[config.mk]
export PLATFORM = sky130hd
export DESIGN_NAME = crp_pre
export DESIGN_NICKNAME = d
export VERILOG_FILES = /design/src/complex_rect_to_polar_core_defines.svh /design/src/crp_pkg.sv /design/src/crp_pre.sv
export SDC_FILE = /design/constraint.sdc
export NUM_CORES = 1
export LEC_CHECK = 0
export BUFFER_PORTS_ARGS = -buffer_cell sky130_fd_sc_hd__buf_2
export CORE_AREA = 4 4 70 85
export DETAILED_ROUTE_END_ITERATION = 7
export DIE_AREA = 0 0 74 89
export GPL_TIMING_DRIVEN = 0
export MAX_ROUTING_LAYER = met4
export PLACE_DENSITY = 0.78
export SYNTH_ARGS = -nofsm -noshare
export SYNTH_HDL_FRONTEND = slang
export SYNTH_SLANG_ARGS = --single-unit
[constraint.sdc]
create_clock -name i_clk -period 2.15 [get_ports i_clk]
set_clock_uncertainty 0.15 [all_clocks]
set_input_delay 0.215 -clock i_clk [delete_from_list [all_inputs] [get_ports i_clk]]
set_output_delay 0.215 -clock i_clk [all_outputs]
set_load 0.01 [all_outputs]
[src/complex_rect_to_polar_core_defines.svh]
// Assertion helpers shared by the polar converter files.
`ifndef COMPLEX_RECT_TO_POLAR_CORE_DEFINES_SVH
`define COMPLEX_RECT_TO_POLAR_CORE_DEFINES_SVH

// Same-cycle implication, disabled while reset is asserted.
`define CRP_ASSERT_NOW(label, clk, rst_n, ante, cons, msg) \
    label: assert property (@(posedge clk) disable iff (!rst_n) (ante) |-> (cons)) \
        else $error(msg);

// Next-cycle implication, disabled while reset is asserted.
`define CRP_ASSERT_NEXT(label, clk, rst_n, ante, cons, msg) \
    label: assert property (@(posedge clk) disable iff (!rst_n) (ante) |=> (cons)) \
        else $error(msg);

`endif

[src/crp_pkg.sv]
package crp_pkg;

    localparam int DEF_ITERATIONS = 16;
    localparam int DEF_DATA_WIDTH = 16;

    // extra fraction bits carried through the rotations
    localparam int GUARD      = 8;
    localparam int TABLE_LEN  = 24;

    // angle accumulator, degrees in Q20
    localparam int ZW         = 30;
    localparam logic signed [ZW-1:0] HALF_TURN_Q20 = ZW'(188743680);

    // gain 0.6072529350 * 2^22
    localparam int GAIN_W     = 22;
    localparam logic [GAIN_W-1:0] GAIN_Q = GAIN_W'(2547003);
    localparam int GAIN_SHIFT = 30;
    localparam int LO_W       = 16;

    // output phase, degrees in Q7
    localparam int PHASE_W    = 16;
    localparam int PHASE_MAX  = 23040;
    localparam int PH_SHIFT   = 13;
    localparam int PH_RND     = 4096;

    // arctan(2^-i) in degrees, Q20
    localparam logic signed [ZW-1:0] ATAN_Q20 [TABLE_LEN] = '{
        ZW'(47185920), ZW'(27855475), ZW'(14718068), ZW'(7471121),
        ZW'(3750058),  ZW'(1876857),  ZW'(938658),   ZW'(469357),
        ZW'(234682),   ZW'(117342),   ZW'(58671),    ZW'(29335),
        ZW'(14668),    ZW'(7334),     ZW'(3667),     ZW'(1833),
        ZW'(917),      ZW'(458),      ZW'(229),      ZW'(115),
        ZW'(57),       ZW'(29),       ZW'(14),       ZW'(7)
    };

    typedef struct packed {
        logic byp;   // imaginary part zero: rotations skipped
        logic neg;   // real part negative
    } t_flags;

endpackage

[src/crp_pre.sv]
module crp_pre import crp_pkg::*; #(
    parameter int DATA_WIDTH = DEF_DATA_WIDTH,
    parameter int XW         = DEF_DATA_WIDTH + GUARD + 2
) (
    input  logic                        i_clk,
    input  logic                        i_rst_n,
    input  logic                        i_valid,
    output logic                        o_ready,
    input  logic signed [DATA_WIDTH-1:0] i_re,
    input  logic signed [DATA_WIDTH-1:0] i_im,
    output logic                        o_valid,
    input  logic                        i_ready,
    output logic signed [XW-1:0]        o_x,
    output logic signed [XW-1:0]        o_y,
    output logic signed [ZW-1:0]        o_z,
    output t_flags                      o_flags
);

    logic                 r_valid;
    logic signed [XW-1:0] r_x, r_y, n_x, n_y;
    logic signed [ZW-1:0] r_z, n_z;
    t_flags               r_flags, n_flags;
    logic signed [XW-1:0] x0, y0;

    assign o_ready = !r_valid || i_ready;

    always_comb begin
        x0 = XW'(i_re) <<< GUARD;
        y0 = XW'(i_im) <<< GUARD;
        n_flags.byp = (i_im == '0);
        n_flags.neg = i_re[DATA_WIDTH-1];
        n_z = '0;
        if (n_flags.neg) begin
            // left half plane: turn by 180 degrees first
            n_x = -x0;
            n_y = -y0;
            if (!n_flags.byp) begin
                n_z = i_im[DATA_WIDTH-1] ? -HALF_TURN_Q20 : HALF_TURN_Q20;
            end
        end else begin
            n_x = x0;
            n_y = y0;
        end
    end

    always_ff @(posedge i_clk) begin
        if (!i_rst_n) begin
            r_valid <= 1'b0;
        end else if (o_ready) begin
            r_valid <= i_valid;
        end
        if (o_ready && i_valid) begin
            r_x     <= n_x;
            r_y     <= n_y;
            r_z     <= n_z;
            r_flags <= n_flags;
        end
    end

    assign o_valid = r_valid;
    assign o_x     = r_x;
    assign o_y     = r_y;
    assign o_z     = r_z;
    assign o_flags = r_flags;

endmodule

# --- Word level (Yosys, flattened, before mapping) ---
# Cells that the tools add are included.
# Widths: inputs -> output; s select.
totals:
  ff_bits: 85
  inputBits: 36
  output_inout_bits: 86
  elab_cells: 19
classes:
  n_addsub: 2
  mux: 3
  n_bitwise: 1
  n_reduce_logical: 5
ops:
  columns: ["operator", "n"]
  rows:
  - ["$neg 24->26", 2]
  - ["$mux 30", 1]
  - ["$mux 26", 1]
  - ["$mux 23", 1]
  - ["$logic_not 16->1", 1]
  - ["$reduce_or 2->1", 1]
  - ["$logic_and 1x1->1", 1]
  - ["$logic_not 1->1", 1]
  - ["$logic_or 1x1->1", 1]
  - ["$not 1->1", 1]

# --- Depth between registers and ports, before layout ---
logic_depth:
  depth_word: 3
  mapped_depth: 6
  ltp_nobuf: 6

# --- Least setup slack after synthesis ---
# No wires, ideal clock.
synth_timing:
  path_type: "register to register"
  startpoint: "reg r_valid, in the netlist o_valid"
  endpoint: "reg r_flags, in the netlist o_flags[0], enable pin"
  setup_ps: 402
  arrival_ps: 1504
  required_time_ps: 1598
  slack_ps: 93
  stages_incl_launch_ff: 3
  path_buffers: 0
  synth_period_minus_slack_ps: 2057
  path_cell_list: "dfxtp_1 -> nand2b_1 -> and2_1"
synth_between:
  elab_chain_len: 3
synth_rtl:
  columns: ["element", "line_no", "source"]
  rows:
  - ["start, declared", "crp_pre.sv:19", "logic r_valid;"]
  - ["start signal, assigned", "crp_pre.sv:50", "r_valid <= i_valid;"]
  - ["$logic_not 1->1", "crp_pre.sv:25", "assign o_ready = !r_valid || i_ready;"]
  - ["$logic_or 1x1->1", "crp_pre.sv:25", null]
  - ["net o_ready", "crp_pre.sv:8", "output logic o_ready,"]
  - ["$logic_and 1x1->1", "crp_pre.sv:52", "if (o_ready && i_valid) begin"]
  - ["end signal, assigned", "crp_pre.sv:56", "r_flags <= n_flags;"]
  - ["end, declared", "crp_pre.sv:22", "t_flags r_flags, n_flags;"]
# The timed path passes the listed nets, and every way through them passes these cells.
# A chain may end at the register's enable or synchronous reset.

# --- Final worst setup path ---
layout_timing:
  startpoint: "in i_im[1]"
  endpoint: "reg r_y[24], in the netlist o_y[24] (data pin)"
layout_between:
  elab_chain_len: 2
layout_rtl:
  columns: ["element", "line_no", "source"]
  rows:
  - ["start, declared", "crp_pre.sv:10", "input logic signed [DATA_WIDTH-1:0] i_im,"]
  - ["$neg 24->26", "crp_pre.sv:36", "n_y = -y0;"]
  - ["$mux 26", "crp_pre.sv:33", "if (n_flags.neg) begin"]
  - ["net n_y[24]", "crp_pre.sv:20", "logic signed [XW-1:0] r_x, r_y, n_x, n_y;"]
  - ["end signal, assigned", "crp_pre.sv:54", "r_y <= n_y;"]
  - ["end, declared", "crp_pre.sv:20", null]
# The timed path passes the listed nets, and every way through them passes these cells.

==> flow_summary.ini <==
[logic_synthesis]
synth.top_cell.area_share = 0.541
ys_ff_latch = 42
synth_top_cell_by_area = sky130_fd_sc_hd__edfxtp_1
syn_area_sq_mm = 0.00228
netlist-cell-type-count = 29
syn_inst = 186
asyncSetResetFlopFracSynth = 0
seq_area_frac_synth = 0.550
dominantRegCellSynth = sky130_fd_sc_hd__edfxtp_1
avgSynthCellArea_sq_um = 12.2
synth-edff-count = 41
synth-warning-count = 0
synth.cells.most_frequent = sky130_fd_sc_hd__buf_4, sky130_fd_sc_hd__edfxtp_1, sky130_fd_sc_hd__xnor2_1
synth.most_common_cell = sky130_fd_sc_hd__buf_4
main_area_contributors_after_synthesis = sky130_fd_sc_hd__edfxtp_1, sky130_fd_sc_hd__buf_4, sky130_fd_sc_hd__xnor2_1, sky130_fd_sc_hd__o31ai_1, sky130_fd_sc_hd__o21ai_0

[cts]
clk_root_buffer_cell = sky130_fd_sc_hd__clkbuf_8
cts_max_level = 2
clock_sink_count = 42
ctsLongestPathBuffers = 2
postCtsResizedCells = 0
clk_pin_slew_worst_paths_ns = 0.08
cts_tree = built
clk_latency_ns = 0.29
cts_buffers = 5

[sta]
fmax_ghz = 0.496
hold_viol = 0
fin_crit_sh = 0.938
worst_slew_margin_rel = 0.378
timing.final.crit_period_ns = 2.02
maxSlewViolCount = 0
finalSetupViolations = 0
totalNegativeSetupSlack_ns = 0
grt_setup_unrepaired = false
max_slew.worst_pin.slew_ns = 0.932

[critical_path]
path_common_cell = sky130_fd_sc_hd__or3b_4
timing.critical_path.to_type = register
reg2reg_setup_slack_ns = 0.43
cp_top_family = simple AND/OR/NAND/NOR gates
required_arrival_time_at_the_worst_endpoint_ns = 2.03
crit_path_cell_chain = buf_2 > inv_1 > ha_1 > or3b_4 > or3b_4 > nor4_4 > o21ai_0
timing.critical_path.arrival_ns = 1.90
critical-path-max-stage-delay_ns = 0.43
cp_max_fo = 5
cp_num_buf_inv = 2
cp_slowest_cell = sky130_fd_sc_hd__or3b_4
timing.critical_path.from_type = primary input
setup.worst_path.class = in2reg

[finish]
fin_util = 0.580
syn_to_final_growth_pct = 32.3
final_area_sq_mm = 0.00301
final_net_count = 354
finalNonFillerCells = 379
drive_above_1_share = 0.442
diodes = 0

[drt]
drc_errors = 0
detail_route.wirelength_microns = 5020
ant_nets = 0
dr_total_vias = 1737
drt_iter0_drc = 108
avgRoutedWirePerCell_microns = 13.2
drtPass1Iterations = 4
via_per_inst = 4.58

[placement]
place.detailed.hpwl_microns = 3930
gpl.final_weighted_congestion = 0.750
place_area_sq_mm = 0.00292
io_buffer_count = 83
placedCellCount = 370

[grt]
grt_overflow_total = 0
wire_length_of_the_first_global_routing_pass_microns = 7520
antenna_violations_before_repair = 0
first_global_vias = 1747
grt_start_max_net_pins = 42
grtUsageTotal = 0.156

[floorplanning]
ios = 122
design.die.area_sq_mm = 0.00659
fp-row-count = 29
die_w_microns = 74
die_h_microns = 89
floorplan.core_area_sq_mm = 0.00519
initial_core_util = 0.439

[outcome]
status = finished, final reports clean

[power]
pwr_density_cell_mw_per_mm2 = 619
leakage_uw = 0.00138
max-vdd-ir-drop_mv = 0.311

[worst_hold_path]
min-delay-path-class = in2reg

[run]
drv_cap = 0
[per-stage QoR]
stage | total power [uW] | hold slack, ns | setup slack, ns
2_1_floorplan | 1240 | 0.164 | 0.0934
3_3_place_gp | 1370 | 0.288 | -0.142
3_5_place_dp | 1390 | 0.290 | -0.164
4_1_cts | 1870 | 0.00153 | 0.151
5_1_grt | 1960 | 0.0114 | 0.0442
6_report | 1860 | 0.00959 | 0.133
[final cells by class]
cell class | instances | area, sq um
Multi-Input combinational cell | 130 | 805
Sequential cell | 42 | 1250
Clock inverter | 3 | 16.3
Timing Repair Buffer | 84 | 425
Fill cell | 424 | 2180
Tap cell | 62 | 77.6
Clock buffer | 5 | 68.8
Inverter | 7 | 26.3
Buffer | 46 | 342
[registers in the layout, indices dropped and copies added, names as in the netlist]
signal	count
o_x	18
o_y	18
o_z	3
o_valid	1
o_flags	2
[power breakdown]
group | switching, uW | internal [uW] | total (uW)
registers | 15.7 | 978 | 994
logic | 204 | 173 | 377
clock network | 271 | 222 | 494
total | 490 | 1370 | 1860
[cell usage in the layout (no fill, tap or decap), types with 2 or more instances in the layout]
master,netlist,routed
sky130_fd_sc_hd__or4_1,2,2
sky130_fd_sc_hd__clkbuf_1,2,2
sky130_fd_sc_hd__o41ai_1,3,3
sky130_fd_sc_hd__buf_2,0,83
sky130_fd_sc_hd__clkbuf_8,0,5
sky130_fd_sc_hd__o31ai_1,8,8
sky130_fd_sc_hd__ha_1,2,2
sky130_fd_sc_hd__nor4_1,3,3
sky130_fd_sc_hd__o21ai_0,10,10
sky130_fd_sc_hd__nand2b_1,5,5
sky130_fd_sc_hd__xnor2_1,25,25
sky130_fd_sc_hd__or3_1,2,2
sky130_fd_sc_hd__or3b_4,2,2
sky130_fd_sc_hd__edfxtp_1,41,41
sky130_fd_sc_hd__xor2_1,2,2
sky130_fd_sc_hd__nor2_1,3,3
sky130_fd_sc_hd__nand2_1,11,11
sky130_fd_sc_hd__conb_1,1,40
sky130_fd_sc_hd__nor3_1,3,3
sky130_fd_sc_hd__inv_1,7,7
sky130_fd_sc_hd__buf_4,43,43
[cell families (layout without fill, tap and decap cells)]
logic type	count (synthesis)	after routing	synth area share
other	1	40	0.00165
buffers and inverters	53	145	0.162
adder cells (fa/ha/maj)	2	2	0.0110
flip-flops	42	42	0.550
AO/OA/AOI/OAI	25	25	0.0753
XOR/XNOR	27	27	0.104
AND/OR/NAND/NOR	36	36	0.0968
[layer usage]
layer  GRT usage  up-vias  share of wire
met5           -        -              0
met4       0.107        0          0.046
met3      0.0394       17           0.11
met2       0.265      113           0.49
met1       0.155      771           0.36
li1            -      836              -
[path summary, 6_finish.rpt]
path | startpoint | to | cells after the start
worst max-delay path | i_im[1] | o_y[24] | 7
worst min-delay path | i_re[0] | o_x[8] | 1
worst max register to register | o_valid | o_y[21] | 2
worst min register to register | o_valid | o_valid | 2
[repair_timing]
| action | in CTS | in global routing |
|---|---|---|
| buffers inserted | 0 | 0 |
| hold buffers | 1 | 0 |
| endpoints found under the hold margin | 1 | 0 |
No activity file was read; power rests on OpenSTA's default activity.
