`config.mk`:
```
export PLATFORM = sky130hd
export DESIGN_NAME = crp_cell
export DESIGN_NICKNAME = d
export VERILOG_FILES = /design/src/crp_pkg.sv /design/src/crp_cell.sv
export VERILOG_INCLUDE_DIRS = /design/src /design/src/src
export SDC_FILE = /design/constraint.sdc
export NUM_CORES = 1
export LEC_CHECK = 0
export BUFFER_PORTS_ARGS = -buffer_cell sky130_fd_sc_hd__buf_2
export CAP_MARGIN = 20
export CORE_ASPECT_RATIO = 1.5
export CORE_MARGIN = 1.5
export CORE_UTILIZATION = 40
export CTS_BUF_LIST = sky130_fd_sc_hd__clkbuf_4 sky130_fd_sc_hd__clkbuf_8 sky130_fd_sc_hd__clkbuf_16
export DETAILED_ROUTE_END_ITERATION = 8
export HOLD_SLACK_MARGIN = 0.15
export PLACE_DENSITY_LB_ADDON = 0.05
export RECOVER_POWER = 100
export SYNTH_ARGS = -nofsm -noshare
export SYNTH_HDL_FRONTEND = slang
export SYNTH_SLANG_ARGS = --single-unit
```
`constraint.sdc`:
```
create_clock -name i_clk -period 7.95 [get_ports i_clk]
set_input_delay 0.3975 -clock i_clk [delete_from_list [all_inputs] [get_ports i_clk]]
set_output_delay 0.3975 -clock i_clk [all_outputs]
set_load 0.05 [all_outputs]
```
`src/complex_rect_to_polar_core_defines.svh`:
```
// Assertion helpers shared by the polar converter files.
`ifndef COMPLEX_RECT_TO_POLAR_CORE_DEFINES_SVH
`define COMPLEX_RECT_TO_POLAR_CORE_DEFINES_SVH

// Same-cycle implication, disabled while reset is asserted.
`define CRP_ASSERT_NOW(label, clk, rst_n, ante, cons, msg) \
    label: assert property (@(posedge clk) disable iff (!rst_n) (ante) |-> (cons)) \
        else $error(msg);

// Next-cycle implication, disabled while reset is asserted.
`define CRP_ASSERT_NEXT(label, clk, rst_n, ante, cons, msg) \
    label: assert property (@(posedge clk) disable iff (!rst_n) (ante) |=> (cons)) \
        else $error(msg);

`endif

```
`src/crp_pkg.sv`:
```
package crp_pkg;

    localparam int DEF_ITERATIONS = 16;
    localparam int DEF_DATA_WIDTH = 16;

    // extra fraction bits carried through the rotations
    localparam int GUARD      = 8;
    localparam int TABLE_LEN  = 24;

    // angle accumulator, degrees in Q20
    localparam int ZW         = 30;
    localparam logic signed [ZW-1:0] HALF_TURN_Q20 = ZW'(188743680);

    // gain 0.6072529350 * 2^22
    localparam int GAIN_W     = 22;
    localparam logic [GAIN_W-1:0] GAIN_Q = GAIN_W'(2547003);
    localparam int GAIN_SHIFT = 30;
    localparam int LO_W       = 16;

    // output phase, degrees in Q7
    localparam int PHASE_W    = 16;
    localparam int PHASE_MAX  = 23040;
    localparam int PH_SHIFT   = 13;
    localparam int PH_RND     = 4096;

    // arctan(2^-i) in degrees, Q20
    localparam logic signed [ZW-1:0] ATAN_Q20 [TABLE_LEN] = '{
        ZW'(47185920), ZW'(27855475), ZW'(14718068), ZW'(7471121),
        ZW'(3750058),  ZW'(1876857),  ZW'(938658),   ZW'(469357),
        ZW'(234682),   ZW'(117342),   ZW'(58671),    ZW'(29335),
        ZW'(14668),    ZW'(7334),     ZW'(3667),     ZW'(1833),
        ZW'(917),      ZW'(458),      ZW'(229),      ZW'(115),
        ZW'(57),       ZW'(29),       ZW'(14),       ZW'(7)
    };

    typedef struct packed {
        logic byp;   // imaginary part zero: rotations skipped
        logic neg;   // real part negative
    } t_flags;

endpackage

```
`src/crp_cell.sv`:
```
module crp_cell import crp_pkg::*; #(
    parameter int XW    = DEF_DATA_WIDTH + GUARD + 2,
    parameter int STAGE = 0
) (
    input  logic                 i_clk,
    input  logic                 i_rst_n,
    input  logic                 i_valid,
    output logic                 o_ready,
    input  logic signed [XW-1:0] i_x,
    input  logic signed [XW-1:0] i_y,
    input  logic signed [ZW-1:0] i_z,
    input  t_flags               i_flags,
    output logic                 o_valid,
    input  logic                 i_ready,
    output logic signed [XW-1:0] o_x,
    output logic signed [XW-1:0] o_y,
    output logic signed [ZW-1:0] o_z,
    output t_flags               o_flags
);

    `include "complex_rect_to_polar_core_defines.svh"

    logic                 r_valid;
    logic signed [XW-1:0] r_x, r_y, n_x, n_y, dx, dy;
    logic signed [ZW-1:0] r_z, n_z;
    t_flags               r_flags;

    assign o_ready = !r_valid || i_ready;

    // one micro-rotation toward y = 0 (bypassed items pass unchanged); floor shifts
    always_comb begin
        dx = i_y >>> STAGE;
        dy = i_x >>> STAGE;
        if (i_flags.byp) begin
            n_x = i_x;
            n_y = i_y;
            n_z = i_z;
        end else if (!i_y[XW-1]) begin
            n_x = i_x + dx;
            n_y = i_y - dy;
            n_z = i_z + ATAN_Q20[STAGE];
        end else begin
            n_x = i_x - dx;
            n_y = i_y + dy;
            n_z = i_z - ATAN_Q20[STAGE];
        end
    end

    always_ff @(posedge i_clk) begin
        if (!i_rst_n) begin
            r_valid <= 1'b0;
        end else if (o_ready) begin
            r_valid <= i_valid;
        end
        if (o_ready && i_valid) begin
            r_x     <= n_x;
            r_y     <= n_y;
            r_z     <= n_z;
            r_flags <= i_flags;
        end
    end

    assign o_valid = r_valid;
    assign o_x     = r_x;
    assign o_y     = r_y;
    assign o_z     = r_z;
    assign o_flags = r_flags;

    `CRP_ASSERT_NEXT(a_bypass_holds, i_clk, i_rst_n, o_ready && i_valid && i_flags.byp, r_x == $past(i_x) && r_z == $past(i_z), "bypassed item changed in cell")

endmodule

```
-- Word-level counts from Yosys, hierarchy flattened
Index checks and enable logic that the tools add are counted.
- bits in registers: 85
- reduce and logical (&&, ||, !) cells: 3
- $add $sub $neg: 5
- muxes and demuxes: 6
- operators by type and width (kind ; count):
    $mux W26 ; 4
    $mux W30 ; 2
    $sub A26 B26 Y26 ; 2
    $add A30 B27 Y30 const B ; 1
    $sub A30 B27 Y30 const B ; 1
    $add A26 B26 Y26 ; 1
    $logic_and A1 B1 Y1 ; 1
    $logic_not A1 Y1 ; 1
    $logic_or A1 B1 Y1 ; 1

-- Logic depth before layout (Yosys ltp)
- depth in word-level cells: 3
- depth in mapped cells: 14

-- Worst setup path before layout
No wires, ideal clock.
- kind: reg2reg
- start: reg r_valid (netlist: o_valid)
- end: reg r_flags, in the netlist o_flags[0], enable pin
- path buffers: 0
- stages on the path, launching flop included: 3
- clock period less this slack: 3452 ps
- setup slack: 4498 ps
- arrival: 3000 ps
- setup time: 451 ps
- data required time: 7499 ps
- path through: dfxtp_1 -> nand2b_1 -> and2_1
- word-level cells in the longest chain between the ends: 3
- ends and longest elaborated chain (what ; line ; RTL):
    start, declared ; crp_cell.sv:23 ; logic r_valid;
    start signal, assigned ; crp_cell.sv:53 ; r_valid <= i_valid;
    $logic_not A1 Y1 ; crp_cell.sv:28 ; assign o_ready = !r_valid || i_ready;
    $logic_or A1 B1 Y1 ; crp_cell.sv:28 ;
    via o_ready ; crp_cell.sv:8 ; output logic o_ready,
    $logic_and A1 B1 Y1 ; crp_cell.sv:55 ; if (o_ready && i_valid) begin
    end signal, assigned ; crp_cell.sv:59 ; r_flags <= i_flags;
    end, declared ; crp_cell.sv:26 ; t_flags r_flags;
The timed path passes the listed nets, and every way through them passes these cells.
A chain may end at the register's enable or synchronous reset.

-- Worst setup path after layout
- start: reg r_valid (netlist: o_valid)
- end: reg r_z[24] (netlist: o_z[24]), enable pin
- word-level cells in the longest chain between the ends: 3
- ends and longest elaborated chain (what ; line ; RTL):
    $logic_not A1 Y1 ; crp_cell.sv:28 ;
    $logic_or A1 B1 Y1 ; crp_cell.sv:28 ;
    $logic_and A1 B1 Y1 ; crp_cell.sv:55 ;
    end signal, assigned ; crp_cell.sv:58 ; r_z <= n_z;
    end, declared ; crp_cell.sv:25 ; logic signed [ZW-1:0] r_z, n_z;
No other way between the ends.

==> impl_metrics.yaml <==
setup_path:
  register_to_register_setup_slack_ps: 3340
  worstSetupStartpointType: "register"
  setup_crit_start: "o_valid"
  crit_fanout: 66
  worst-setup-path-type: "reg -> reg"
  wp_data_required_ps: 7830
  worstReg2RegStart: "o_valid"
  length_in_cells_of_the_worst_reg_to_reg_path: 3
  worst_r2r_endpoint: "o_z[24]"
  endpoint_kind: "register"
  crit_path_end: "o_z[24]"
  timing.critical_path.arrival_ps: 4490
finish:
  fin_nets: 1182
  area.growth.synth_to_final_pct: 15.3
  antenna_cells_inserted: 0
  non_filler_cells_final: 1268
  area.sequential_um2: 2540
  multi_input_comb_area_um2: 4620
  finalCoreUtilization_pct: 46.7
  final_layout_size_suffix_gt1_share_pct: 12.4
  n_fill_cell: 1983
  postLayoutCellArea_um2: 8880
hold_path:
  holdCritPathClass: "in -> reg"
  hold_path_depth: 1
sta:
  setup_tns_ps: 0
  layout_min_cycle_time_ps: 4610
  fmax_ghz: 0.217
  final-max-slew-violation-count: 181
  timing.max_slew.rel_slack_pct: -142
  fin_ws_ps: 3340
  finalSetupViolCount: 0
  fin_crit_sh_pct: 58.0
  hold_ws_ps: 216
  rsz0062_at_grt: "no"
  timing_worst_slew_pin_value_ps: 3620
  hold_viol_final: 0
  finalClockSkew_ps: 9.54
detailed_routing:
  drtIter0Drc: 440
  detailedRoute.firstPassIterationCount: 5
  detail-route-antenna-nets: 0
  routed_wirelength_um: 22500
  vias_per_instance: 5.33
  via_count: 6764
  drc: 0
  wl_per_cell_um: 17.8
synthesis:
  post-synth-top-area-fraction_pct: 32.8
  yosysTopAreaCell: "sky130_fd_sc_hd__edfxtp_1"
  yosysWarnings: 0
  synth_enable_flop_cells: 84
  flops_latches_synth: 85
  synth-main-ff-cell: "sky130_fd_sc_hd__edfxtp_1"
  synth_async_sr_flop_share_pct: 0
  post_synth_most_frequent_cells: "85 x sky130_fd_sc_hd__a21oi_1, 84 x sky130_fd_sc_hd__edfxtp_1, 83 x sky130_fd_sc_hd__ha_1"
  post_synth_instance_area_um2: 7700
  syn-mean-instance-area_um2: 8.91
  post-synth-top-count-cell: "sky130_fd_sc_hd__a21oi_1"
  synth_area_leaders: "sky130_fd_sc_hd__edfxtp_1 33%, sky130_fd_sc_hd__ha_1 13%, sky130_fd_sc_hd__a21oi_1 5.5%, sky130_fd_sc_hd__xnor2_1 5.0%, sky130_fd_sc_hd__o21ai_0 4.3%"
  synth-seq-area-share_pct: 33.0
  postSynthNetCount: 1039
  synth.lib_cells_used.distinct: 74
  synth_cells: 864
floorplanning:
  core_area_um2: 19000
  die_w_um: 116
  floorplan.die.height_um: 173
  die_area_um2: 20100
  placement_rows: 62
  top_level_ports: 174
  start_util_pct: 40.5
power:
  power.ir.vdd_worst_mv: 0.124
  total_leakage_power_nw: 3.80
  total_power_mw: 1.62
  power_density_nw_per_um2: 183
outcome:
  violated_checks: "max-capacitance violations, max-slew violations"
  outcome: "complete, but fails checks"
global_route:
  grt_overflow_total: 0
  grt.total_usage_pct: 22.5
  largest_net_degree_at_the_start_of_global_routing: 82
  grt_antenna_before_repair: 0
  global_route_wire_length_before_repair_um: 34900
  via_count_of_the_first_global_routing_pass: 6644
clocking:
  ctsResizeCount: 0
  tritoncts.num_buffers: 9
  clock_tree.htree_level_count: 3
  number_of_buffers_inserted_by_hold_repair_at_cts: 0
  clock_root_cell: "sky130_fd_sc_hd__clkbuf_16"
  cts_tree: "built"
  clock-sinks: 85
  clk-insertion-delay-late_ps: 360
  worst_setup_hold_path_clk_slew_ps: 70
  cts-root-to-sink-buffers: 2
  postCtsSetupRepairBufs: 0
place:
  placed_cells: 1252
  detailed_place_hpwl_um: 17200
  place_area_um2: 8710
  numPortBuffers: 173
  gpl.final_weighted_congestion: 0.945
  dp_worst_setup_slack_ps: 4460
flow_run:
  drv_cap: 3
cells by family (layout without fill, tap and decap cells):
logic type | after synthesis | count (layout) | share of synthesized area (%)
muxes | 26 | 26 | 3.40
adders and majority gates | 87 | 87 | 14.5
buffers and inverters | 130 | 278 | 6.92
and+or+nand+nor | 194 | 194 | 11.5
AOI/OAI and AO/OA | 286 | 286 | 24.2
DFF | 85 | 85 | 33.0
xor gates and xnor gates | 56 | 56 | 6.37
routing by layer:
layer  global-route usage, %  part of all wire [%]  vias up
li1                        -                     -     3359
met1                    25.7                    39     3163
met2                    40.9                    53      201
met3                    2.63                   4.0       41
met4                    10.4                   3.9        0
met5                       0                     0        -
state kept, by name, indices dropped and copies added, names as in the netlist:
signal and cells:
o_valid 1, o_flags 2, o_y 26, o_z 30
o_x 26
critical path, stage by stage (launching register included):
cell,delay [ps]
sky130_fd_sc_hd__dfxtp_1,310
sky130_fd_sc_hd__nand2b_1,100
sky130_fd_sc_hd__and2_0,1060
sky130_fd_sc_hd__clkbuf_1,2620
where the power goes:
part | switching [mW] | internal [mW] | total, mW
Combinational | 0.428 | 0.190 | 0.618
Clock | 0.198 | 0.249 | 0.447
Sequential | 0.0106 | 0.550 | 0.560
Total | 0.636 | 0.989 | 1.62
worst min-delay path by stage:
stage                     from         end  slack, ps
floorplan           i_flags[0]  o_flags[0]        500
global placement       o_valid     o_valid        530
detailed placement     o_valid     o_valid        530
CTS                     i_z[7]      o_z[7]        200
global route           i_z[15]     o_z[15]        200
finish                 i_z[12]     o_z[12]        220
area by class of cell:
cell class                      count  share of cell area [%]
Multi-Input combinational cell    649                    52.0
Sequential cell                    85                    28.6
Timing Repair Buffer              177                    8.72
Tap cell                          256                    3.61
Inverter                           85                    3.59
Clock buffer                        9                    2.54
Clock inverter                      7                   0.916
cell usage in the layout (no fill, tap or decap), drive strengths merged, types with 3 or more instances in the layout:
cell	Yosys	routed
or2	5	5
a211oi	10	10
o211ai	7	7
and3	3	3
nand2	68	68
nor3	16	16
nand2b	12	12
edfxtp	84	84
a31oi	12	12
o21a	5	5
clkbuf	24	102
o21ai	85	85
o311ai	5	5
inv	83	86
buf	21	84
a211o	8	8
a2111oi	6	6
fa	4	4
a311o	3	3
xor2	12	12
xnor2	44	44
clkinv	2	5
a221o	3	3
nor2b	12	12
nand3	7	7
mux2i	25	25
o21bai	7	7
o31ai	5	5
nor4	3	3
a21o	19	19
a21boi	4	4
a21oi	88	88
ha	83	83
and2	5	5
nor2	56	56
nand4	3	3
Note: power is estimated with default switching activity, not from simulation.
