--- src/complex_rect_to_polar_core_defines.svh ---
// Assertion helpers shared by the polar converter files.
`ifndef COMPLEX_RECT_TO_POLAR_CORE_DEFINES_SVH
`define COMPLEX_RECT_TO_POLAR_CORE_DEFINES_SVH

// Same-cycle implication, disabled while reset is asserted.
`define CRP_ASSERT_NOW(label, clk, rst_n, ante, cons, msg) \
    label: assert property (@(posedge clk) disable iff (!rst_n) (ante) |-> (cons)) \
        else $error(msg);

// Next-cycle implication, disabled while reset is asserted.
`define CRP_ASSERT_NEXT(label, clk, rst_n, ante, cons, msg) \
    label: assert property (@(posedge clk) disable iff (!rst_n) (ante) |=> (cons)) \
        else $error(msg);

`endif

--- src/crp_pkg.sv ---
package crp_pkg;

    localparam int DEF_ITERATIONS = 16;
    localparam int DEF_DATA_WIDTH = 16;

    // extra fraction bits carried through the rotations
    localparam int GUARD      = 8;
    localparam int TABLE_LEN  = 24;

    // angle accumulator, degrees in Q20
    localparam int ZW         = 30;
    localparam logic signed [ZW-1:0] HALF_TURN_Q20 = ZW'(188743680);

    // gain 0.6072529350 * 2^22
    localparam int GAIN_W     = 22;
    localparam logic [GAIN_W-1:0] GAIN_Q = GAIN_W'(2547003);
    localparam int GAIN_SHIFT = 30;
    localparam int LO_W       = 16;

    // output phase, degrees in Q7
    localparam int PHASE_W    = 16;
    localparam int PHASE_MAX  = 23040;
    localparam int PH_SHIFT   = 13;
    localparam int PH_RND     = 4096;

    // arctan(2^-i) in degrees, Q20
    localparam logic signed [ZW-1:0] ATAN_Q20 [TABLE_LEN] = '{
        ZW'(47185920), ZW'(27855475), ZW'(14718068), ZW'(7471121),
        ZW'(3750058),  ZW'(1876857),  ZW'(938658),   ZW'(469357),
        ZW'(234682),   ZW'(117342),   ZW'(58671),    ZW'(29335),
        ZW'(14668),    ZW'(7334),     ZW'(3667),     ZW'(1833),
        ZW'(917),      ZW'(458),      ZW'(229),      ZW'(115),
        ZW'(57),       ZW'(29),       ZW'(14),       ZW'(7)
    };

    typedef struct packed {
        logic byp;   // imaginary part zero: rotations skipped
        logic neg;   // real part negative
    } t_flags;

endpackage

--- src/crp_post.sv ---
module crp_post import crp_pkg::*; #(
    parameter int DATA_WIDTH = DEF_DATA_WIDTH,
    parameter int XW         = DEF_DATA_WIDTH + GUARD + 2
) (
    input  logic                  i_clk,
    input  logic                  i_rst_n,
    input  logic                  i_valid,
    output logic                  o_ready,
    input  logic signed [XW-1:0]  i_x,
    input  logic signed [ZW-1:0]  i_z,
    input  t_flags                i_flags,
    output logic                  o_valid,
    input  logic                  i_ready,
    output logic [DATA_WIDTH-1:0] o_mag,
    output logic signed [PHASE_W-1:0] o_phase
);

    `include "complex_rect_to_polar_core_defines.svh"

    localparam int XUW = XW - 1;          // x clamped at zero
    localparam int HW  = XUW - LO_W;      // upper slice of x
    localparam int PLW = LO_W + GAIN_W;
    localparam int PHW = HW + GAIN_W;
    localparam int PW  = XUW + GAIN_W;    // full product width

    localparam logic signed [ZW:0] PH_MAX_S = (ZW+1)'(PHASE_MAX);
    localparam logic signed [ZW:0] PH_MIN_S = -((ZW+1)'(PHASE_MAX));

    // stage 1: split gain product, phase rounding and clamping
    logic                        r1_valid, r1_ready;
    logic [PLW-1:0]              r1_plo, n_plo;
    logic [PHW-1:0]              r1_phi, n_phi;
    logic [DATA_WIDTH-1:0]       r1_bmag;
    logic                        r1_byp;
    logic signed [PHASE_W-1:0]   r1_ph, n_ph;
    logic [XUW-1:0]              xc;
    logic signed [ZW:0]          zr, zs;

    // stage 2: sum, round, saturate
    logic                        r2_valid;
    logic [DATA_WIDTH-1:0]       r2_mag, n_mag;
    logic signed [PHASE_W-1:0]   r2_ph;
    logic [PW:0]                 sum;

    assign r1_ready = !r2_valid || i_ready;
    assign o_ready  = !r1_valid || r1_ready;

    always_comb begin
        xc    = i_x[XW-1] ? '0 : i_x[XUW-1:0];
        n_plo = PLW'(xc[LO_W-1:0]) * PLW'(GAIN_Q);
        n_phi = PHW'(xc[XUW-1:LO_W]) * PHW'(GAIN_Q);
        zr    = (ZW+1)'(i_z) + (ZW+1)'(PH_RND);
        zs    = zr >>> PH_SHIFT;
        if (i_flags.byp) begin
            n_ph = i_flags.neg ? PHASE_W'(PHASE_MAX) : '0;
        end else if (zs > PH_MAX_S) begin
            n_ph = PHASE_W'(PHASE_MAX);
        end else if (zs < PH_MIN_S) begin
            n_ph = -(PHASE_W'(PHASE_MAX));
        end else begin
            n_ph = zs[PHASE_W-1:0];
        end
    end

    always_comb begin
        sum = (PW+1)'({r1_phi, {LO_W{1'b0}}}) + (PW+1)'(r1_plo)
            + ((PW+1)'(1) << (GAIN_SHIFT - 1));
        if (r1_byp) begin
            n_mag = r1_bmag;
        end else if (|sum[PW:GAIN_SHIFT+DATA_WIDTH]) begin
            n_mag = '1;
        end else begin
            n_mag = sum[GAIN_SHIFT+DATA_WIDTH-1:GAIN_SHIFT];
        end
    end

    always_ff @(posedge i_clk) begin
        if (!i_rst_n) begin
            r1_valid <= 1'b0;
            r2_valid <= 1'b0;
        end else begin
            if (o_ready) begin
                r1_valid <= i_valid;
            end
            if (r1_ready) begin
                r2_valid <= r1_valid;
            end
        end
        if (o_ready && i_valid) begin
            r1_plo  <= n_plo;
            r1_phi  <= n_phi;
            r1_ph   <= n_ph;
            r1_byp  <= i_flags.byp;
            r1_bmag <= i_x[GUARD+DATA_WIDTH-1:GUARD];   // |re| exactly
        end
        if (r1_ready && r1_valid) begin
            r2_mag <= n_mag;
            r2_ph  <= r1_ph;
        end
    end

    assign o_valid = r2_valid;
    assign o_mag   = r2_mag;
    assign o_phase = r2_ph;

    `CRP_ASSERT_NOW(a_phase_range, i_clk, i_rst_n, r2_valid, r2_ph <= PHASE_W'(PHASE_MAX) && r2_ph >= -(PHASE_W'(PHASE_MAX)), "phase outside half turn")
    `CRP_ASSERT_NOW(a_bypass_phase, i_clk, i_rst_n, r1_valid && r1_byp, r1_ph == '0 || r1_ph == PHASE_W'(PHASE_MAX), "real-axis phase not 0 or 180")

endmodule

--- config.mk ---
export PLATFORM = sky130hd
export DESIGN_NAME = crp_post
export DESIGN_NICKNAME = d
export VERILOG_FILES = /design/src/crp_pkg.sv /design/src/crp_post.sv
export VERILOG_INCLUDE_DIRS = /design/src /design/src/src
export SDC_FILE = /design/constraint.sdc
export NUM_CORES = 1
export LEC_CHECK = 0
export BUFFER_PORTS_ARGS = -buffer_cell sky130_fd_sc_hd__buf_4
export CAP_MARGIN = 25
export CELL_PAD_IN_SITES_DETAIL_PLACEMENT = 0
export CELL_PAD_IN_SITES_GLOBAL_PLACEMENT = 1
export CORE_MARGIN = 2
export CORE_UTILIZATION = 50
export CTS_BUF_LIST = sky130_fd_sc_hd__clkbuf_16
export DETAILED_ROUTE_END_ITERATION = 12
export HOLD_SLACK_MARGIN = 0.03
export PLACE_DENSITY = 0.78
export SLEW_MARGIN = 20
export SYNTH_ARGS = -nofsm -noshare
export SYNTH_HDL_FRONTEND = slang
export SYNTH_SLANG_ARGS = --single-unit
--- constraint.sdc ---
create_clock -name i_clk -period 13.6 [get_ports i_clk]
set_input_delay 1.36 -clock i_clk [delete_from_list [all_inputs] [get_ports i_clk]]
set_output_delay 1.36 -clock i_clk [all_outputs]
set_load 0.05 [all_outputs]
## Yosys cells after proc, flatten, opt, wreduce, memory -nomap -nowiden

Cells that the tools add are included.
W data, S select, Z words.

- Flip-flop bits (word level): 136
- Input bits: 62
- Output and inout bits: 34
- Word-level logic and storage cells: 30

- $add $sub $neg: 3
- Multipliers: 2
- $lt $le $gt $ge: 2
- Mux-type cells: 7
- Reductions and logical operators: 7

Operators by type and width:

| cell | count |
|---|---|
| $mux W16 | 5 |
| $add A47 B38 Y48 | 1 |
| $add A48 B30 Y48 const B | 1 |
| $mul A16 B22 Y38 const B | 1 |
| $add A30 B14 Y31 const B | 1 |
| $mul A9 B22 Y31 const B | 1 |
| $mux W25 | 1 |
| $gt A18 B16 Y1 const B | 1 |
| $lt A18 B16 Y1 const B | 1 |
| $mux W15 | 1 |
| $logic_and A1 B1 Y1 | 2 |
| $logic_not A1 Y1 | 2 |
| $logic_or A1 B1 Y1 | 2 |
| $reduce_or A2 Y1 | 1 |

## Longest topological paths before layout

Gate-level depths: netlist of run 1.

- Word-level depth: 5
- Mapped depth: 27
- Gate-level depth less buffers: 25

## Worst setup path after synthesis of run 1

Ideal clock, no wire load.

- Path type: input-to-reg
- Start point: in i_x[25]
- End point: reg r1_plo[37], data pin
- Setup time: 0.260 ns
- Arrival: 7.198 ns
- Required time: 13.340 ns
- Path slack: 6.142 ns
- Stages on the path: 27
- Buffers on the path: 2
- Cells stage by stage: clkbuf_2 > nor2b_1 > clkbuf_1 > inv_1 > ha_1 > inv_1 > ha_1 > nand2b_1 > inv_1 > fa_1 > inv_1 > fa_1 > fa_1 > fa_1 > inv_1 > fa_1 > inv_1 > ha_1 > a21o_1 > a21o_1 > a21oi_1 > nand3_1 > o2bb2ai_1 > o21ai_0 > a31o_2 > a21oi_1 > xnor2_1

- Longest elaborated chain between the ends: 2

RTL lines:

| element | line | RTL |
|---|---|---|
| start, declared | crp_post.sv:9 | `input logic signed [XW-1:0] i_x,` |
| $mux W25 | crp_post.sv:49 | `xc = i_x[XW-1] ? '0 : i_x[XUW-1:0];` |
| $mul A16 B22 Y38 | crp_post.sv:50 | `n_plo = PLW'(xc[LO_W-1:0]) * PLW'(GAIN_Q);` |
| named net n_plo[37] | crp_post.sv:31 | `logic [PLW-1:0] r1_plo, n_plo;` |
| end signal, assigned | crp_post.sv:90 | `r1_plo <= n_plo;` |
| end, declared | crp_post.sv:31 |  |

The timed path passes the listed nets, and every way through them passes these cells.
A chain may end at the register's enable or synchronous reset.

## Final worst setup path of run 1

Ends and elaborated chain as after synthesis.

==> results of run 1 <==
## power by group
| group | switching (mW) | internal [mW] | leakage, nW |
|---|---|---|---|
| registers | 0.0326 | 0.585 | 1.16 |
| logic | 1.26 | 0.964 | 7.14 |
| clock network | 0.205 | 0.244 | 0.275 |
| total | 1.50 | 1.79 | 8.58 |
## cell type report
cell class | instances | area (um^2)
well taps | 396 | 495.5
fillers | 2735 | 13480
clock inverters | 15 | 145.1
flip-flops and latches | 120 | 3583
repair buffers | 85 | 638.1
clock buffers | 17 | 425.4
multi-input cells | 963 | 10540
inverters | 340 | 1276
## worst max-delay path: cells and delay by family
family / cells / cell delay [ns]
compound gates: 7 / 1.77
fa+ha+maj: 8 / 3.43
simple gates: 3 / 0.83
buf+inv: 7 / 0.74
xor+xnor: 1 / 0.08
## registers in the layout (all words and copies together) (netlist names)
name / flops
r1_plo: 22
r1_byp: 1
r1_ph: 16
o_phase: 16
r1_valid: 1
o_mag: 16
o_valid: 1
r1_phi: 31
r1_bmag: 16
## cell families after synthesis
logic type	count (synthesis)	share of synthesized area
flops	120	0.2313
buf+inv	356	0.08898
xor+xnor	76	0.04296
simple gates	226	0.08220
fa+ha+maj	452	0.4629
mux	1	0.0007267
compound gates	208	0.09101
## layout by cell type (no fill, tap or decap), types with 17 or more instances in the layout
master	n
sky130_fd_sc_hd__inv_1	340
sky130_fd_sc_hd__ha_1	250
sky130_fd_sc_hd__fa_1	202
sky130_fd_sc_hd__edfxtp_1	118
sky130_fd_sc_hd__buf_4	85
sky130_fd_sc_hd__a21oi_1	58
sky130_fd_sc_hd__xnor2_1	48
sky130_fd_sc_hd__nor2_1	38
sky130_fd_sc_hd__nand2_1	35
sky130_fd_sc_hd__a21o_1	31
sky130_fd_sc_hd__o21ai_0	29
sky130_fd_sc_hd__xor2_1	28
sky130_fd_sc_hd__nand2b_1	26
sky130_fd_sc_hd__nor2b_1	25
sky130_fd_sc_hd__nor3_1	23
sky130_fd_sc_hd__o22a_1	17
sky130_fd_sc_hd__clkbuf_16	17
## per-stage QoR
stage	power (mW)	hold slack [ns]	instance area, um^2
after floorplan	2.330	0.4003	15490
after global placement	2.823	0.4016	16530
after detailed placement	2.845	0.4052	16530
after CTS	3.323	0.4228	17100
after global routing	3.653	0.4268	17110
final	3.290	0.4217	17110
## layer usage
layer | track usage | wire [um] | vias up
li1 | - | - | 4940
met1 | 0.2921 | 15140 | 4875
met2 | 0.3910 | 17100 | 147
met3 | 0.02304 | 829 | 34
met4 | 0.05484 | 618 | 0
met5 | 0 | 0 | -
## path summary, 6_finish.rpt
| path | to | slack, ns | cells after the start | startpoint |
|---|---|---|---|---|
| worst max-delay path | r1_plo[37] | 5.55 | 26 | i_x[25] |
| worst min register to register | o_phase[13] | 0.42 | 0 | r1_ph[13] |
| worst min-delay path | o_phase[13] | 0.42 | 0 | r1_ph[13] |
| worst max register to register | o_mag[0] | 9.77 | 11 | r1_phi[2] |
==> results_dict.tcl, run 1 <==
set metrics [dict create \
    status "finished clean" \
    num_vias 9996 \
    yosys_register_bits 120 \
    final_layout_size_suffix_gt1_frac 0.1032 \
    clk-insertion-delay-late_ns 0.44 \
    dr.first_iter.drc_count 451 \
    synth_most_common_cell "sky130_fd_sc_hd__inv_1" \
    routed_wl_um 33680 \
    timing.setup.critical_path_class "primary input to register" \
    ys_top_cells_by_count "sky130_fd_sc_hd__inv_1 (340), sky130_fd_sc_hd__ha_1 (250), sky130_fd_sc_hd__fa_1 (202)" \
    timing.setup.tns_ns 0 \
    static-leakage-power_nw 8.577 \
    maxCapViolations 0 \
    yosysTopAreaCell "sky130_fd_sc_hd__fa_1" \
    nNetsFinal 2041 \
    critical_path.slowest_cell "sky130_fd_sc_hd__nor2b_1" \
    grt_first_pass_wirelength_um 56460 \
    synth_largest_type_area_fraction 0.2610 \
    drc 0 \
    post-place-ws_ns 5.102 \
    gp_routability_congestion 0.9085 \
    layout_min_cycle_time_ns 8.048 \
    yosysWarnings 0 \
    worstPathArrival_ns 8.22 \
    crit_path_end_kind "register" \
    p_per_area_mw_per_mm2 192.4 \
    setup_ws_ns 5.552 \
    worst_slew_pin_slew_ns 0.9083 \
    final.setup_skew_ns 0.02348 \
    start_util 0.5065 \
    wl_per_instance_um 17.40 \
    number_of_cells_produced_by_synthesis 1439 \
    synthTopCellsByArea "sky130_fd_sc_hd__fa_1 (26%), sky130_fd_sc_hd__edfxtp_1 (23%), sky130_fd_sc_hd__ha_1 (20%)" \
    grt_pass1_vias 10860 \
    largest_net_degree_at_the_start_of_global_routing 65 \
    stdcell_count 1936 \
    setup_viol_count_final 0 \
    synth.cell_area_mm2 0.01549 \
    die_area_mm2 0.03241 \
    cts_setup_buffers 0 \
    synth_edf_count 118 \
    ctsHoldBuffers 0 \
    antenna-diode-count 0 \
    rsz0062_at_grt "false" \
    async_reset_ff_frac 0 \
    placementRows 64 \
    die_height_um 180.0 \
    path_clk_slew_ns 0.07 \
    hpwlAfterDp_um 28680 \
    hold_viol_final 0 \
    number_of_instances_resized_during_post_cts_repair 0 \
    synth_area_per_cell_um2 10.77 \
    port_buffers 83 \
    grt_use_total 0.2209 \
    synthesis_to_finish_area_growth_pct 10.40 \
    clock_sinks 120 \
    layout.core_utilization 0.5592 \
    clk_root_buffer_cell "sky130_fd_sc_hd__clkbuf_16" \
    core_mm2 0.03059 \
    synth-main-ff-cell "sky130_fd_sc_hd__edfxtp_1" \
    bufs_on_longest_clock_path 2 \
    vdd_drop_max_uv 103.1 \
    fmax_mhz 124.3 \
    tritoncts "yes" \
    crit_path_frequent_cell "sky130_fd_sc_hd__inv_1" \
    grt_antenna_before_repair 0 \
    cts_max_level 4 \
    final-max-slew-violation-count 0 \
    max-slew-margin-rel 0.3932 \
    io_pins 96 \
    placed_cells_incl_taps 1903 \
    syn_nets 1953 \
    hold_class "register to register" \
    cts-buffers-inserted 17 \
    per_cell_via_count_in_the_routed_design 5.163 \
    required_ns 13.77 \
    critPathMaxFanout 28 \
    die_w_um 180.0 \
    critPathLaunchType "primary input" \
    ys_types 80 \
    layout_worst_path_cycle_share 0.5918 \
    globalRoute.totalOverflow 0 \
    detail-route-antenna-nets 0 \
    dr.pass1.iters 6 \
    yosysSeqAreaShare 0.2313 \
    timing.critical_path.slowest_cell_delay_ns 0.57 \
]
Note: power is estimated with default switching activity, not from simulation.
==> run 2, diff against run 1 <==
--- a/config.mk
+++ b/config.mk
@@ -11,11 +11,11 @@
 export CELL_PAD_IN_SITES_DETAIL_PLACEMENT = 0
 export CELL_PAD_IN_SITES_GLOBAL_PLACEMENT = 1
 export CORE_MARGIN = 2
-export CORE_UTILIZATION = 50
+export CORE_UTILIZATION = 46
 export CTS_BUF_LIST = sky130_fd_sc_hd__clkbuf_16
 export DETAILED_ROUTE_END_ITERATION = 12
 export HOLD_SLACK_MARGIN = 0.03
-export PLACE_DENSITY = 0.78
+export PLACE_DENSITY = 0.75
 export SLEW_MARGIN = 20
 export SYNTH_ARGS = -nofsm -noshare
 export SYNTH_HDL_FRONTEND = slang
==> constraint.sdc (replaced) <==
create_clock -name i_clk -period 6.9 [get_ports i_clk]
set_input_delay 0.69 -clock i_clk [delete_from_list [all_inputs] [get_ports i_clk]]
set_output_delay 0.69 -clock i_clk [all_outputs]
set_load 0.05 [all_outputs]
==> run 2 against run 1 <==
Net effect: non-clock buffer count grew 48; critical path depth grew 1; sequential share of layout area shrank 0.52 points; global-route usage shrank 1.2 points; clock power grew 100%; design area grew 2.6%; final cell count grew 5.2%; hold slack lost 0.0023 ns; register-to-register slack lost 6.7 ns; flip-flop and latch count is the same; setup slack lost 5.0 ns.
==> results_dict.tcl, run 2 (synthesis gave the netlist of run 1 again) <==
set metrics [dict create \
    status "finished clean" \
    bufs_on_longest_clock_path 2 \
    clk-insertion-delay-late_ns 0.43 \
    clock_sinks 120 \
    cts_setup_buffers 0 \
    hpwlAfterDp_um 29500 \
    final-max-slew-violation-count 0 \
    fmax_mhz 157.4 \
    largest_net_degree_at_the_start_of_global_routing 65 \
    final_layout_size_suffix_gt1_frac 0.1304 \
    number_of_instances_resized_during_post_cts_repair 0 \
    required_ns 7.07 \
    largest_register "r1_phi" \
    wl_per_instance_um 16.81 \
    cts_max_level 4 \
    worstSetupPathDepth 27 \
    port_buffers 83 \
    die_area_mm2 0.03517 \
    global_route.peak_usage_layer "met2" \
    rr_worst_depth 11 \
    layout_worst_path_cycle_share 0.9207 \
    hold_class "register to register" \
    critPathMaxFanout 20 \
    reg.largest.list "r1_phi x31, r1_plo x22" \
    core_mm2 0.03336 \
    final.setup_skew_ns 0.01280 \
    hold_viol_final 0 \
    min_path_cells 0 \
    die_w_um 187.5 \
    p_per_area_mw_per_mm2 378.7 \
    num_vias 10260 \
    vdd_drop_max_uv 232.7 \
    cts-buffers-inserted 17 \
    die_height_um 187.5 \
    groute.layer.met1.usage 0.2692 \
    per_cell_via_count_in_the_routed_design 5.036 \
    fillerInstances 3075 \
    ctsHoldBuffers 0 \
    worstPathArrival_ns 6.52 \
    tritoncts "yes" \
    grt_pass1_vias 11250 \
    nNetsFinal 2089 \
    grt_use_met2 0.3798 \
    layout_min_cycle_time_ns 6.353 \
    path_buf_inv 7 \
    grt_first_pass_wirelength_um 57700 \
    worst_slew_pin_slew_ns 0.9112 \
    clk_root_buffer_cell "sky130_fd_sc_hd__clkbuf_16" \
    globalRoute.totalOverflow 0 \
    grt_antenna_before_repair 0 \
    setup_ws_ns 0.5475 \
    path_clk_slew_ns 0.07 \
    rsz0062_at_grt "false" \
    io_pins 96 \
    max-slew-margin-rel 0.3913 \
    dr.pass1.iters 4 \
    crit_path_end_kind "register" \
    synthesis_to_finish_area_growth_pct 13.23 \
    critPathLaunchType "primary input" \
    grt_use_total 0.2087 \
    layout.cells.most_common_list "sky130_fd_sc_hd__inv_1 (340), sky130_fd_sc_hd__ha_1 (250), sky130_fd_sc_hd__fa_1 (202)" \
    maxCapViolations 0 \
    drc 0 \
    static-leakage-power_nw 8.819 \
    gp_routability_congestion 0.9243 \
    number_of_flip_flops_under_the_largest_register_name 31 \
    setup_viol_count_final 0 \
    dr.first_iter.drc_count 473 \
    crit_family "adder cells" \
    critical_path.slowest_cell "sky130_fd_sc_hd__fa_1" \
    grt.met3_usage 0.01591 \
    detail-route-antenna-nets 0 \
    timing.critical_path.slowest_cell_delay_ns 0.55 \
    timing.setup.tns_ns 0 \
    start_util 0.4644 \
    placementRows 67 \
    routed_wl_um 34240 \
    timing.setup.critical_path_class "primary input to register" \
    post-place-ws_ns 0.07581 \
    layout.cells.most_common "sky130_fd_sc_hd__inv_1" \
]
==> run 2: cell types whose count changed in the layout (fill, tap and decap cells not counted) <==
cell	previous run	this run
sky130_fd_sc_hd__buf_4	85	133
sky130_fd_sc_hd__bufinv_16	0	1
sky130_fd_sc_hd__clkinv_2	0	1
sky130_fd_sc_hd__clkinv_4	0	2
sky130_fd_sc_hd__clkinvlp_4	3	2
sky130_fd_sc_hd__diode_2	0	1
sky130_fd_sc_hd__inv_8	7	4
==> run 2: path summary, 6_finish.rpt <==
check                               start    endpoint  slack [ns]
worst max-delay path              i_x[25]  r1_plo[32]        0.55
worst min-delay path             r1_ph[3]  o_phase[3]        0.42
worst max register to register  r1_phi[2]   o_mag[14]        3.11
worst min register to register   r1_ph[3]  o_phase[3]        0.42
==> run 2: power by group <==
group          internal, mW  switching [mW]
Sequential             1.15          0.0660
Combinational          2.04            2.48
Clock                 0.511           0.390
==> run 2: area by class of cell <==
| type | count | area, um^2 | area share |
|---|---|---|---|
| diodes | 1 | 2.502 | 0.0001426 |
| clock buffers | 17 | 425.4 | 0.02425 |
| clock inverters | 15 | 156.4 | 0.008914 |
| inverters | 340 | 1276 | 0.07274 |
| multi-input cells | 963 | 10540 | 0.6009 |
| flip-flops and latches | 120 | 3583 | 0.2042 |
| well taps | 448 | 560.5 | 0.03195 |
| repair buffers | 133 | 998.5 | 0.05691 |
==> run 2: per-stage QoR <==
stage,utilization,cell area [um^2],cells,total power [mW],hold slack (ns)
after floorplan,-,15490,1439,4.592,0.4003
after global placement,0.5084,16960,2004,5.744,0.4024
after detailed placement,0.5084,16960,2004,5.768,0.4045
after CTS,0.5258,17540,2036,6.732,0.4211
after global routing,0.5258,17540,2036,7.421,0.4232
final,0.5259,17550,2037,6.644,0.4194
==> run 2: metal layers <==
layer | vias to the layer above | share of wire
met5 | - | 0
met4 | 0 | 0.015
met3 | 30 | 0.021
met2 | 150 | 0.52
met1 | 5038 | 0.45
li1 | 5040 | -
==> run 3, diff against run 2 <==
--- a/config.mk
+++ b/config.mk
@@ -11,11 +11,11 @@
 export CELL_PAD_IN_SITES_DETAIL_PLACEMENT = 0
 export CELL_PAD_IN_SITES_GLOBAL_PLACEMENT = 1
 export CORE_MARGIN = 2
-export CORE_UTILIZATION = 46
+export CORE_UTILIZATION = 42
 export CTS_BUF_LIST = sky130_fd_sc_hd__clkbuf_16
 export DETAILED_ROUTE_END_ITERATION = 12
 export HOLD_SLACK_MARGIN = 0.03
-export PLACE_DENSITY = 0.75
+export PLACE_DENSITY = 0.69
 export SLEW_MARGIN = 20
 export SYNTH_ARGS = -nofsm -noshare
 export SYNTH_HDL_FRONTEND = slang
==> run 3 against run 2 <==
Net effect: maximum frequency decreased by 1.4%; wire length shrank 0.88%; hold slack worse by 0.00052 ns; flip-flop and latch count stayed put; power rose by 0.47%; via count decreased by 1.8%; clock power fell by 0.4%; critical endpoint is now r1_plo[37]; largest power group unchanged.
==> results_dict.tcl, run 3 (synthesis gave the netlist of run 1 again) <==
set metrics [dict create \
    p_per_area_mw_per_mm2 378.8 \
    rr_worst_depth 11 \
    gp_routability_congestion 0.9155 \
    clock_sinks 120 \
    die_w_um 196.1 \
    path_clk_slew_ns 0.07 \
    final_cell_area_excluding_filler_cells_mm2 0.01762 \
    layout_worst_path_cycle_share 0.9341 \
    total_power_mw 6.675 \
    final.setup_skew_ns 0.008887 \
    number_of_instances_resized_during_post_cts_repair 0 \
    ctsHoldBuffers 0 \
    critical_path.slowest_cell "sky130_fd_sc_hd__fa_1" \
    cts-buffers-inserted 17 \
    worst_slew_pin_slew_ns 0.9858 \
    status "finished clean" \
    layout.cells.most_common "sky130_fd_sc_hd__inv_1" \
    wl_per_instance_um 16.49 \
    grt_antenna_before_repair 0 \
    tritoncts "yes" \
    cts_setup_buffers 0 \
    worstPathArrival_ns 6.61 \
    setup_viol_count_final 0 \
    worst_hold_slack_ns 0.4189 \
    timing.critical_path.slowest_cell_delay_ns 0.56 \
    rsz0062_at_grt "false" \
    cts_max_level 4 \
    die_area_mm2 0.03845 \
    timing.setup.tns_ns 0 \
    required_ns 7.06 \
    die_height_um 196.1 \
    drc 0 \
    layout.core_utilization 0.4837 \
    antenna-diode-count 0 \
    layout.cells.most_common_list "sky130_fd_sc_hd__inv_1 (340), sky130_fd_sc_hd__ha_1 (250), sky130_fd_sc_hd__fa_1 (202)" \
    placementRows 70 \
    number_of_flip_flops_under_the_largest_register_name 31 \
    synthesis_to_finish_area_growth_pct 13.74 \
    fmax_mhz 155.1 \
    reg2reg_slack_ns 3.07 \
    grt_use_total 0.1899 \
    final_layout_size_suffix_gt1_frac 0.1320 \
    io_pins 96 \
    per_cell_via_count_in_the_routed_design 4.893 \
    nNetsFinal 2092 \
    globalRoute.totalOverflow 0 \
    crit_path_frequent_cell "sky130_fd_sc_hd__inv_1" \
    start_util 0.4253 \
    detail-route-antenna-nets 0 \
    grt_first_pass_wirelength_um 56680 \
    bufs_on_longest_clock_path 2 \
    hold_class "register to register" \
    static-leakage-power_nw 8.846 \
    num_vias 10070 \
    clk_root_buffer_cell "sky130_fd_sc_hd__clkbuf_16" \
    hpwlAfterDp_um 29240 \
    crit_path_end_kind "register" \
    layout_min_cycle_time_ns 6.446 \
    critPathMaxFanout 20 \
    clk-insertion-delay-late_ns 0.42 \
    final-max-slew-violation-count 0 \
    largest_net_degree_at_the_start_of_global_routing 71 \
    routed_wl_um 33940 \
    timing.critical_path.to "r1_plo[37]" \
    critPathLaunchType "primary input" \
    r2r_start "r1_phi[7]" \
    maxCapViolations 0 \
    setup.worst_path.start "i_x[25]" \
    dr.first_iter.drc_count 370 \
    dr.pass1.iters 4 \
    reg.largest.list "r1_phi x31, r1_plo x22" \
    max-slew-margin-rel 0.3414 \
    placed_area_mm2 0.01702 \
    hold_viol_final 0 \
    largest_register "r1_phi" \
    port_buffers 83 \
    critical_path.reg2reg.endpoint "o_mag[0]" \
    vdd_drop_max_uv 227.3 \
    grt_pass1_vias 10850 \
    core_mm2 0.03643 \
    timing.setup.critical_path_class "primary input to register" \
]
## run 3: changes by cell type in the layout (fill, tap and decap cells not counted)
cell and change:
sky130_fd_sc_hd__clkinvlp_4 -1, sky130_fd_sc_hd__diode_2 -1, sky130_fd_sc_hd__buf_12 +1, sky130_fd_sc_hd__buf_4 +2, sky130_fd_sc_hd__clkinv_8 +2, sky130_fd_sc_hd__clkinv_2 -1
## run 3: where the power goes
part           internal (mW)  total, mW  switching (mW)
combinational           2.08       4.56            2.48
clock                  0.518      0.897           0.379
sequential              1.15       1.22          0.0652
total                   3.75       6.68            2.93
## run 3: metal layers
metal  global-route usage  part of all wire  vias up
met5                    0                 0        -
met4              0.04433             0.015        0
met2               0.3279              0.50      114
met3              0.02441             0.026       29
li1                     -                 -     5048
met1               0.2550              0.46     4883
## run 3: how the worst min path moves through the flow
stage               from     endpoint  slack [ns]  depth (start not counted)
2_1_floorplan   r1_ph[0]   o_phase[0]        0.40                          0
3_3_place_gp    r1_ph[0]   o_phase[0]        0.40                          0
3_5_place_dp   r1_ph[11]  o_phase[11]        0.40                          0
4_1_cts         r1_ph[6]   o_phase[6]        0.42                          0
5_1_grt         r1_ph[6]   o_phase[6]        0.42                          0
6_report       r1_ph[11]  o_phase[11]        0.42                          0
## run 3: stage by stage
step           cells  setup slack, ns
6_report        2059           0.4544
5_1_grt         2059          0.08481
4_1_cts         2059           0.4007
3_5_place_dp    2027         -0.02670
3_3_place_gp    2027          0.07588
2_1_floorplan   1439           0.1120
## run 3: worst max-delay path: cells and delay by family
kind                     cells  cell delay, ns
AO/OA/AOI/OAI                5            0.89
XOR/XNOR                     1            0.12
buffers and inverters        9            0.85
AND/OR/NAND/NOR              4            0.73
adder cells (fa/ha/maj)      8            3.30
## run 3: final cells by class
type	instances	area, um^2
clock buffers	17	425.4
clock inverters	15	176.4
fillers	3386	18810
inverters	340	1276
multi-input cells	963	10540
flip-flops and latches	120	3583
well taps	468	585.6
repair buffers	136	1033
